`config.mk`:
```
export PLATFORM = sky130hd
export DESIGN_NAME = decimal_block_scaled_energy_table
export DESIGN_NICKNAME = d
export VERILOG_FILES = /design/src/rtl/core/dbse_pkg.sv /design/src/rtl/core/dbse_store.sv /design/src/rtl/core/dbse_ctrl.sv /design/src/rtl/core/decimal_block_scaled_energy_table.sv
export SDC_FILE = /design/constraint.sdc
export NUM_CORES = 2
export LEC_CHECK = 0
export ABC_AREA = 0
export BUFFER_PORTS_ARGS = -buffer_cell sky130_fd_sc_hd__buf_2
export CAP_MARGIN = 20
export CORE_MARGIN = 8
export CORE_UTILIZATION = 60
export CTS_CLUSTER_DIAMETER = 50
export CTS_CLUSTER_SIZE = 10
export DETAILED_ROUTE_END_ITERATION = 8
export PLACE_DENSITY = 0.76
export SLEW_MARGIN = 15
export SYNTH_ARGS = -nofsm -noshare
export SYNTH_HDL_FRONTEND = slang
export SYNTH_SLANG_ARGS = --single-unit
export TNS_END_PERCENT = 100
```
`constraint.sdc`:
```
create_clock -name clk -period 27.5 [get_ports clk]
set_clock_uncertainty 0.15 [all_clocks]
set_input_delay 0 -clock clk [delete_from_list [all_inputs] [get_ports clk]]
set_output_delay 0 -clock clk [all_outputs]
set_load 0.1 [all_outputs]
```
`src/rtl/core/dbse_pkg.sv`:
```
`timescale 1ns / 1ps
// Package: widths, command codes, interface structs and the power-of-ten table.
package dbse_pkg;

	localparam int ENTRIES     = 24;
	localparam int SLOTS       = 2 * ENTRIES;
	localparam int ADDR_W      = $clog2(SLOTS);
	localparam int PTR_W       = $clog2(SLOTS + 1);
	localparam int IDX_W       = 6;
	localparam int VAL_W       = 32;
	localparam int ENT_W       = 16;
	localparam int EXP_W       = 3;
	localparam int CMD_W       = 2;
	localparam int POW_W       = 17;
	localparam int IN_TDATA_W  = 40;
	localparam int OUT_TDATA_W = 40;
	localparam int OUT_PAD_W   = OUT_TDATA_W - VAL_W - EXP_W;
	localparam int ENTRY_MAX   = 65535;
	localparam int LOWER_LIMIT = ENTRY_MAX / 10;
	localparam int EXP_MAX     = 5;

	localparam logic [EXP_W-1:0] EXP_RESET = EXP_W'(1);
	localparam logic [PTR_W-1:0] PTR_END   = PTR_W'(SLOTS);

	typedef enum logic [CMD_W-1:0] {
		CMD_WR_IMPORT = 2'd0,
		CMD_WR_EXPORT = 2'd1,
		CMD_RD_IMPORT = 2'd2,
		CMD_RD_EXPORT = 2'd3
	} cmd_t;

	// Access to the entry store: one write and one read address per cycle.
	typedef struct packed {
		logic              wr_en;
		logic [ADDR_W-1:0] wr_addr;
		logic [ENT_W-1:0]  wr_data;
		logic [ADDR_W-1:0] rd_addr;
	} mem_req_t;

	// One finished result.
	typedef struct packed {
		logic [VAL_W-1:0] energy;
		logic [EXP_W-1:0] exponent;
		logic             rejected;
	} result_t;

	function automatic logic [POW_W-1:0] pow10(input logic [EXP_W-1:0] e);
		logic [POW_W-1:0] p;
		unique case (e)
			3'd0:    p = POW_W'(1);
			3'd1:    p = POW_W'(10);
			3'd2:    p = POW_W'(100);
			3'd3:    p = POW_W'(1000);
			3'd4:    p = POW_W'(10000);
			3'd5:    p = POW_W'(100000);
			default: p = '0;
		endcase
		return p;
	endfunction

endpackage

```
`src/rtl/core/dbse_store.sv`:
```
`timescale 1ns / 1ps
// Entry store: both tables in one memory, with per-entry written flags.
module dbse_store (
	input  logic                           clk,
	input  logic                           arst_n,
	input  dbse_pkg::mem_req_t             req,
	output logic [dbse_pkg::ENT_W-1:0]     rd_data
);
	import dbse_pkg::*;

	logic [ENT_W-1:0]  mem [SLOTS];
	logic [SLOTS-1:0]  written_q;
	logic [ENT_W-1:0]  rd_q;
	logic              rd_written_q;

	// Write one entry, read one entry with a registered result
	always_ff @(posedge clk) begin
		if (req.wr_en) begin
			mem[req.wr_addr] <= req.wr_data;
		end
		rd_q <= mem[req.rd_addr];
	end

	// Track which entries hold data; an unwritten entry reads as zero
	always_ff @(posedge clk or negedge arst_n) begin
		if (!arst_n) begin
			written_q    <= '0;
			rd_written_q <= 1'b0;
		end else begin
			if (req.wr_en) begin
				written_q[req.wr_addr] <= 1'b1;
			end
			rd_written_q <= written_q[req.rd_addr];
		end
	end

	assign rd_data = rd_written_q ? rd_q : '0;

endmodule

```
`src/rtl/core/dbse_ctrl.sv`:
```
`timescale 1ns / 1ps
// Sequencer: decode, exponent search, table rescaling sweeps and read scaling.
module dbse_ctrl (
	input  logic                           clk,
	input  logic                           arst_n,
	input  logic                           in_valid,
	output logic                           in_ready,
	input  dbse_pkg::cmd_t                 in_cmd,
	input  logic [dbse_pkg::IDX_W-1:0]     in_idx,
	input  logic [dbse_pkg::VAL_W-1:0]     in_value,
	input  logic                           slot_free,
	output logic                           res_valid,
	output dbse_pkg::result_t              res,
	output dbse_pkg::mem_req_t             mem_req,
	input  logic [dbse_pkg::ENT_W-1:0]     mem_rdata
);
	import dbse_pkg::*;

	localparam logic [VAL_W-1:0] DIV10_32 = 32'hCCCC_CCCD;
	localparam int               SH10_32  = 35;
	localparam logic [ENT_W-1:0] DIV10_16 = 16'hCCCD;
	localparam int               SH10_16  = 19;

	typedef enum logic [8:0] {
		ST_IDLE    = 9'b000000001,
		ST_RDMUL   = 9'b000000010,
		ST_DIV     = 9'b000000100,
		ST_RAISE   = 9'b000001000,
		ST_STORE   = 9'b000010000,
		ST_SCAN    = 9'b000100000,
		ST_LOWCALC = 9'b001000000,
		ST_LOWER   = 9'b010000000,
		ST_FIN     = 9'b100000000
	} state_t;

	state_t             state_q;
	logic [EXP_W-1:0]   exp_q;
	logic [EXP_W-1:0]   cnt_q;
	logic [EXP_W-1:0]   raise_q;
	logic [EXP_W-1:0]   k_q;
	logic [PTR_W-1:0]   ptr_q;
	logic               sv_s1;
	logic [ADDR_W-1:0]  addr_s1;
	logic [VAL_W-1:0]   q_q;
	logic [ENT_W-1:0]   max_q;
	logic [ADDR_W-1:0]  addr_q;
	logic [VAL_W-1:0]   energy_q;
	logic               rej_q;

	logic               accept;
	logic               in_rej;
	logic               in_wr;
	logic               in_sel;
	logic [ADDR_W-1:0]  in_addr;
	logic               sweeping;
	logic               sweep_done;
	logic               q_big;
	logic               can_lower;
	logic [2*VAL_W-1:0] m32;
	logic [VAL_W-1:0]   div32;
	logic [2*ENT_W-1:0] m16;
	logic [ENT_W-1:0]   div16;
	logic [POW_W-1:0]   pw;
	logic [ENT_W+POW_W-1:0] mp;

	// Decode the incoming transaction
	assign in_ready = (state_q == ST_IDLE);
	assign accept   = in_valid && in_ready;
	assign in_rej   = ({1'b0, in_idx} >= (IDX_W + 1)'(ENTRIES));
	assign in_wr    = (in_cmd == CMD_WR_IMPORT) || (in_cmd == CMD_WR_EXPORT);
	assign in_sel   = (in_cmd == CMD_WR_EXPORT) || (in_cmd == CMD_RD_EXPORT);
	assign in_addr  = ADDR_W'(in_idx) + (in_sel ? ADDR_W'(ENTRIES) : '0);

	// Sweep bookkeeping
	assign sweeping   = (state_q == ST_RAISE) || (state_q == ST_SCAN) ||
	                    (state_q == ST_LOWER);
	assign sweep_done = (ptr_q == PTR_END) && !sv_s1;
	assign q_big      = (q_q > VAL_W'(ENTRY_MAX));
	assign can_lower  = (max_q < ENT_W'(LOWER_LIMIT)) && (exp_q != '0);

	// Arithmetic: divide by ten via reciprocal, scale by a power of ten
	assign m32   = q_q * DIV10_32;
	assign div32 = VAL_W'(m32[2*VAL_W-1:SH10_32]);
	assign m16   = mem_rdata * DIV10_16;
	assign div16 = ENT_W'(m16[2*ENT_W-1:SH10_16]);
	assign pw    = pow10((state_q == ST_RDMUL) ? exp_q : k_q);
	assign mp    = mem_rdata * pw;

	// Memory access
	always_comb begin
		mem_req.rd_addr = (state_q == ST_IDLE) ? in_addr : ptr_q[ADDR_W-1:0];
		mem_req.wr_en   = 1'b0;
		mem_req.wr_addr = addr_s1;
		mem_req.wr_data = div16;
		unique case (state_q)
			ST_STORE: begin
				mem_req.wr_en   = 1'b1;
				mem_req.wr_addr = addr_q;
				mem_req.wr_data = q_q[ENT_W-1:0];
			end
			ST_RAISE: begin
				mem_req.wr_en   = sv_s1;
				mem_req.wr_data = div16;
			end
			ST_LOWER: begin
				mem_req.wr_en   = sv_s1;
				mem_req.wr_data = mp[ENT_W-1:0];
			end
			default: begin
				mem_req.wr_en = 1'b0;
			end
		endcase
	end

	// Hand the finished transaction to the output register
	assign res_valid    = (state_q == ST_FIN) && slot_free;
	assign res.energy   = energy_q;
	assign res.exponent = exp_q;
	assign res.rejected = rej_q;

	// Control state
	always_ff @(posedge clk or negedge arst_n) begin
		if (!arst_n) begin
			state_q <= ST_IDLE;
			exp_q   <= EXP_RESET;
			cnt_q   <= '0;
			raise_q <= '0;
			k_q     <= '0;
			ptr_q   <= '0;
			sv_s1   <= 1'b0;
		end else begin
			// advance the sweep pointer, one read per cycle
			if (sweeping && (ptr_q != PTR_END)) begin
				ptr_q <= ptr_q + 1'b1;
				sv_s1 <= 1'b1;
			end else begin
				sv_s1 <= 1'b0;
			end
			unique case (state_q)
				ST_IDLE: begin
					if (accept) begin
						cnt_q   <= exp_q;
						raise_q <= '0;
						k_q     <= '0;
						priority if (in_rej) state_q <= ST_FIN;
						else if (in_wr)      state_q <= ST_DIV;
						else                 state_q <= ST_RDMUL;
					end
				end
				ST_RDMUL: begin
					state_q <= ST_FIN;
				end
				ST_DIV: begin
					priority if (cnt_q != '0) begin
						cnt_q <= cnt_q - 1'b1;
					end else if (q_big) begin
						exp_q   <= exp_q + 1'b1;
						raise_q <= raise_q + 1'b1;
					end else begin
						ptr_q   <= '0;
						state_q <= (raise_q != '0) ? ST_RAISE : ST_STORE;
					end
				end
				ST_RAISE: begin
					if (sweep_done) begin
						raise_q <= raise_q - 1'b1;
						ptr_q   <= '0;
						if (raise_q == EXP_W'(1)) state_q <= ST_STORE;
					end
				end
				ST_STORE: begin
					ptr_q   <= '0;
					state_q <= ST_SCAN;
				end
				ST_SCAN: begin
					if (sweep_done) state_q <= ST_LOWCALC;
				end
				ST_LOWCALC: begin
					priority if (can_lower) begin
						exp_q <= exp_q - 1'b1;
						k_q   <= k_q + 1'b1;
					end else if (k_q != '0) begin
						ptr_q   <= '0;
						state_q <= ST_LOWER;
					end else begin
						state_q <= ST_FIN;
					end
				end
				ST_LOWER: begin
					if (sweep_done) state_q <= ST_FIN;
				end
				ST_FIN: begin
					if (slot_free) state_q <= ST_IDLE;
				end
				default: begin
					state_q <= ST_IDLE;
				end
			endcase
		end
	end

	// Datapath registers
	always_ff @(posedge clk) begin
		addr_s1 <= ptr_q[ADDR_W-1:0];
		unique case (state_q)
			ST_IDLE: begin
				if (accept) begin
					q_q      <= in_value;
					addr_q   <= in_addr;
					rej_q    <= in_rej;
					energy_q <= '0;
				end
			end
			ST_RDMUL: begin
				energy_q <= (|mp[ENT_W+POW_W-1:VAL_W]) ? '1 : mp[VAL_W-1:0];
			end
			ST_DIV: begin
				if ((cnt_q != '0) || q_big) q_q <= div32;
			end
			ST_STORE: begin
				max_q <= '0;
			end
			ST_SCAN: begin
				if (sv_s1 && (mem_rdata > max_q)) max_q <= mem_rdata;
			end
			ST_LOWCALC: begin
				if (can_lower) max_q <= max_q * ENT_W'(10);
			end
			default: begin
				rej_q <= rej_q;
			end
		endcase
	end

endmodule

```
`src/rtl/core/decimal_block_scaled_energy_table.sv`:
```
`timescale 1ns / 1ps
// Top level: stream ports, output register, sequencer and entry store.
// One transaction at a time, the next taken the cycle after the result is registered.
// Reset: asynchronous, exponent to one, entries read as zero until written.
module decimal_block_scaled_energy_table (
	input  logic                               clk,
	input  logic                               arst_n,
	input  logic                               s_axis_tvalid,
	output logic                               s_axis_tready,
	// [5:0] slot_index, [37:6] energy_value, [39:38] zero
	input  logic [dbse_pkg::IN_TDATA_W-1:0]    s_axis_tdata,
	// [1:0] command
	input  logic [dbse_pkg::CMD_W-1:0]         s_axis_tuser,
	output logic                               m_axis_tvalid,
	input  logic                               m_axis_tready,
	// [31:0] read_energy, [34:32] scale_exponent_out, [39:35] zero
	output logic [dbse_pkg::OUT_TDATA_W-1:0]   m_axis_tdata,
	// [0] index_rejected
	output logic                               m_axis_tuser
);
	import dbse_pkg::*;

	mem_req_t           mem_req;
	logic [ENT_W-1:0]   mem_rdata;
	logic               res_valid;
	result_t            res;
	logic               slot_free;
	logic               out_valid_q;
	result_t            out_q;

	dbse_ctrl u_ctrl (
		.clk       (clk),
		.arst_n    (arst_n),
		.in_valid  (s_axis_tvalid),
		.in_ready  (s_axis_tready),
		.in_cmd    (cmd_t'(s_axis_tuser)),
		.in_idx    (s_axis_tdata[IDX_W-1:0]),
		.in_value  (s_axis_tdata[IDX_W+VAL_W-1:IDX_W]),
		.slot_free (slot_free),
		.res_valid (res_valid),
		.res       (res),
		.mem_req   (mem_req),
		.mem_rdata (mem_rdata)
	);

	dbse_store u_store (
		.clk     (clk),
		.arst_n  (arst_n),
		.req     (mem_req),
		.rd_data (mem_rdata)
	);

	// Output register: free when empty or being drained this cycle
	assign slot_free = !out_valid_q || m_axis_tready;

	always_ff @(posedge clk or negedge arst_n) begin
		if (!arst_n) begin
			out_valid_q <= 1'b0;
		end else if (res_valid) begin
			out_valid_q <= 1'b1;
		end else if (m_axis_tready) begin
			out_valid_q <= 1'b0;
		end
	end

	// Hold the result payload until taken
	always_ff @(posedge clk) begin
		if (res_valid) out_q <= res;
	end

	assign m_axis_tvalid = out_valid_q;
	assign m_axis_tdata  = {{OUT_PAD_W{1'b0}}, out_q.exponent, out_q.energy};
	assign m_axis_tuser  = out_q.rejected;

endmodule

```
==> impl_results.md <==
* Final-layout worst hold slack at 39.12 ps
* Antenna violations before repair at 4
* Post-synth design cell area at 0.06974 mm^2
* Clock input transition at the sequential cells of the worst setup and hold paths at 50 ps
* Vias in the first global route at 48,140
* Die outline area at 0.1274 mm^2
* Syn Area/Cell at 11.20 um^2
* Post-route DRC violation count at 0
* Path category of the worst min-delay check: input pin to register
* Average wire per cell in the routed design at 22.78 um
* Die boundary width at 356.9 um
* Normalized max-slew margin at 20.19%
* Layout filler cell count at between 8,000 and 9,000
* Largest family of logic cells by synthesized area: adder cells
* Worst setup path class: register to register
* Largest delay share family, worst path: adder cells
* Data arrival time of the critical path at just over 10,000 ps
* Routability congestion estimate at 0.9946
* Area growth, synth to finish at 9.860%
* Number of warnings printed during yosys synthesis at 0
* Layout net count at between 7,000 and 8,000
* Count of input and output buffers at 81
* Gate count of the mapped netlist at 6,224
* Portion of synthesized cell area occupied by the leading cell type at 38.37%
* Library cell with the largest summed area after synthesis: sky130_fd_sc_hd__edfxtp_1
* Met1 GRT Util at roughly two fifths
* DRT antenna net count at 0
* Global routing's busiest layer: met2
* Average vias per placed instance at ~6
* Number of enable-type register cells in the synthesized netlist at slightly below 900
* Std-Cell Rows at 125
* Total global-route track usage at 28.65%
* Fraction of the yosys area taken by sequential cells at 41.80%
* Endpoints failing setup at 0
* RSZ-0062 raised after global routing: no
* Filler-free cell count of the finished design at about 8,000
* Maximum level of the CTS H-tree at 3
* Longest Clk Path Bufs at 3
* TritonRoute pass-1 iters at 8
* Number of failing hold endpoints at the final stage at 0
* Largest cells by area after synthesis: sky130_fd_sc_hd__edfxtp_1 38%, sky130_fd_sc_hd__fa_1 19%, sky130_fd_sc_hd__ha_1 12%
* Core Box Area at 0.1157 mm^2
* Congestion Overflow GR at 0
* Critical Path Sink Type: register
* Count of pins over their slew limit at 0
* Top-level port count at 89
* Number of unique standard cell types used by synthesis at 87
* Worst path slowest cell: sky130_fd_sc_hd__o31ai_1
* Iter 0 DRT Violations at 4,986
* CTS root buffer: sky130_fd_sc_hd__clkbuf_16
* Basic-gate share of the synthesized area counting and, or, nand and nor cells at 9.787%
* Storage element area at roughly 0.03 mm^2
* Clock tree from TritonCTS: done
* Share of flip-flops with an asynchronous set or reset at around 8%
* Die outline height at around 360 um
* CP Max Fanout at 32
* Area occupied by multi-input gates at 0.03595 mm^2
* Global-route wire length before repair at ~280,000 um
* Top FF cell, synth: sky130_fd_sc_hd__edfxtp_1
* Xor and xnor fraction of the mapped netlist area at 1.218%
* Share of layout cells above drive strength 1 at around 7%
* GR Layer Usage met2 at 44.77%
* Effective utilization at floorplan at 60.26%
* Post-DP HPWL at 129,300 um
* Run status: completed
* Total routed wirelength at about 180,000 um
* Maximum clock frequency at 0.1013 GHz
* Num Clock Sinks at 991
* Register-to-register path setup slack at 17,630 ps
* Post-layout minimum cycle time at slightly below 10,000 ps
* Setup TNS at 0 ps
* Post-synthesis mux area share at less than 1%
* Total number of vias at 47,490
* Post-synthesis adder-cell area fraction at 30.80%
* Compound-Gate Fraction of Synth Area at under 10%
* Number of setup buffers added after CTS at 0
* Clk Latency, worst-skew pair at 730 ps
* Largest net degree at the start of global routing at 208
* Kind of launch point of the worst setup path: register
* Critical Path Max Stage Delay at ~900 ps
* Number of buffers created by CTS at 117
* Number of synthesized register bits at 991
* Actual transition at the worst max-transition pin at 1197 ps
* Part of the cycle the worst path needs at 35.90%
* GRT met3 Usage at 5.669%
* Cell total after placement at 7,704
* Count of max-cap constraint violations at 0
* Buffers and inverters on the worst path at 7
* Req. time, crit path at 27,740 ps
-- repair_timing --
action	4_1_cts	5_1_grt
resized for setup	0	0
hold endpoints to repair	172	0
endpoints found under the setup margin	0	0
hold buffers	72	0
-- cells in the final DEF (no fill, tap or decap), drive strengths merged, types with 41 or more instances in the layout --
master	n
nor2	253
and2	143
nand3	106
o21ai	179
fa	658
or2	50
o22ai	50
clkbuf	200
xnor2	66
a211oi	171
a31oi	116
buf	189
dfrtp	76
nand2	829
inv	1075
dlygate4sd3	71
ha	664
a21oi	189
edfxtp	891
a221oi	41
a21o	53
-- worst min-delay path, cell delays in order --
cell                            delay, ps
sky130_fd_sc_hd__dlygate4sd3_1        550
sky130_fd_sc_hd__buf_2                110
sky130_fd_sc_hd__nand2_1               40
sky130_fd_sc_hd__o21ai_0               60
-- logic make-up after synthesis --
logic type | count (synthesis)
other | 1
buffers and inverters | 1306
AO/OA/AOI/OAI | 936
XOR/XNOR | 97
adder cells (fa/ha/maj) | 1322
AND/OR/NAND/NOR | 1537
flip-flops | 991
multiplexers | 34
-- registers in the layout, indices dropped and copies added (netlist names), 6 cells and up --
register,flops
u_ctrl.max_q,16
u_store.rd_q,16
u_ctrl.addr_s1,6
u_ctrl.energy_q,32
u_ctrl.ptr_q,6
u_store.written_q,48
u_store.mem,768
u_ctrl.q_q,32
m_axis_tdata,35
u_ctrl.addr_q,6
u_ctrl.state_q,9
-- per-layer routing --
| layer | up-vias | routed length (um) |
|---|---|---|
| met2 | 2187 | 83260 |
| met4 | 6 | 7344 |
| met1 | 23620 | 74050 |
| li1 | 21270 | - |
| met3 | 415 | 17530 |
| met5 | - | 34 |
-- through the flow --
step | utilization (%) | setup slack [ps] | cell area (um^2)
after detailed placement | 62.43 | 17000 | 72250
after global placement | 62.43 | 17200 | 72250
after floorplan | - | 18090 | 69750
final | 66.20 | 17630 | 76620
after global routing | 66.20 | 17230 | 76610
after CTS | 66.16 | 16990 | 76570
-- layout make-up --
cell class | instances | area share [%]
antenna | 1 | 0.003266
inverter | 1072 | 5.252
multi-input combinational | 3931 | 46.92
sequential | 991 | 38.05
clock inverter | 20 | 0.3429
clock buffer | 200 | 4.337
timing repair buffer | 260 | 2.610
tap | 1524 | 2.489
-- path summary, 6_finish.rpt --
kind	startpoint	cells past startpoint	to
setup reg to reg	u_ctrl.state_q[5]$_DFFE_PN0P_	28	u_ctrl.energy_q[14]$_SDFFCE_PP0P_
hold reg to reg	u_ctrl.energy_q[18]$_SDFFCE_PP0P_	0	m_axis_tdata[18]$_DFFE_PP_
setup / recovery	u_ctrl.state_q[5]$_DFFE_PN0P_	28	u_ctrl.energy_q[14]$_SDFFCE_PP0P_
max in group asynchronous	arst_n	4	m_axis_tvalid$_DFFE_PN0P_
min in group asynchronous	arst_n	4	u_store.written_q[23]$_DFFE_PN0P_
hold / removal	s_axis_tdata[11]	4	u_ctrl.q_q[5]$_DFFE_PP_
-- synth_stat cells (27+ instances only) --
library cell	number
sky130_fd_sc_hd__a211oi_1	171
sky130_fd_sc_hd__a21oi_1	188
sky130_fd_sc_hd__a221oi_1	41
sky130_fd_sc_hd__o21ai_0	172
sky130_fd_sc_hd__and2_1	134
sky130_fd_sc_hd__nor2_1	251
sky130_fd_sc_hd__a21o_1	53
sky130_fd_sc_hd__xnor2_1	66
sky130_fd_sc_hd__a31oi_1	116
sky130_fd_sc_hd__buf_2	30
sky130_fd_sc_hd__xor2_1	31
sky130_fd_sc_hd__inv_1	1069
sky130_fd_sc_hd__ha_1	664
sky130_fd_sc_hd__clkbuf_1	173
sky130_fd_sc_hd__edfxtp_1	891
sky130_fd_sc_hd__nand2_1	828
sky130_fd_sc_hd__nor3_1	28
sky130_fd_sc_hd__a311oi_1	35
sky130_fd_sc_hd__fa_1	658
sky130_fd_sc_hd__dfrtp_1	76
sky130_fd_sc_hd__o22ai_1	50
sky130_fd_sc_hd__or2_2	48
sky130_fd_sc_hd__nand3_1	105
sky130_fd_sc_hd__nand4_1	27
Power is not shown: default switching activity piles up to over one toggle a cycle in this logic, so the estimate is an artifact.
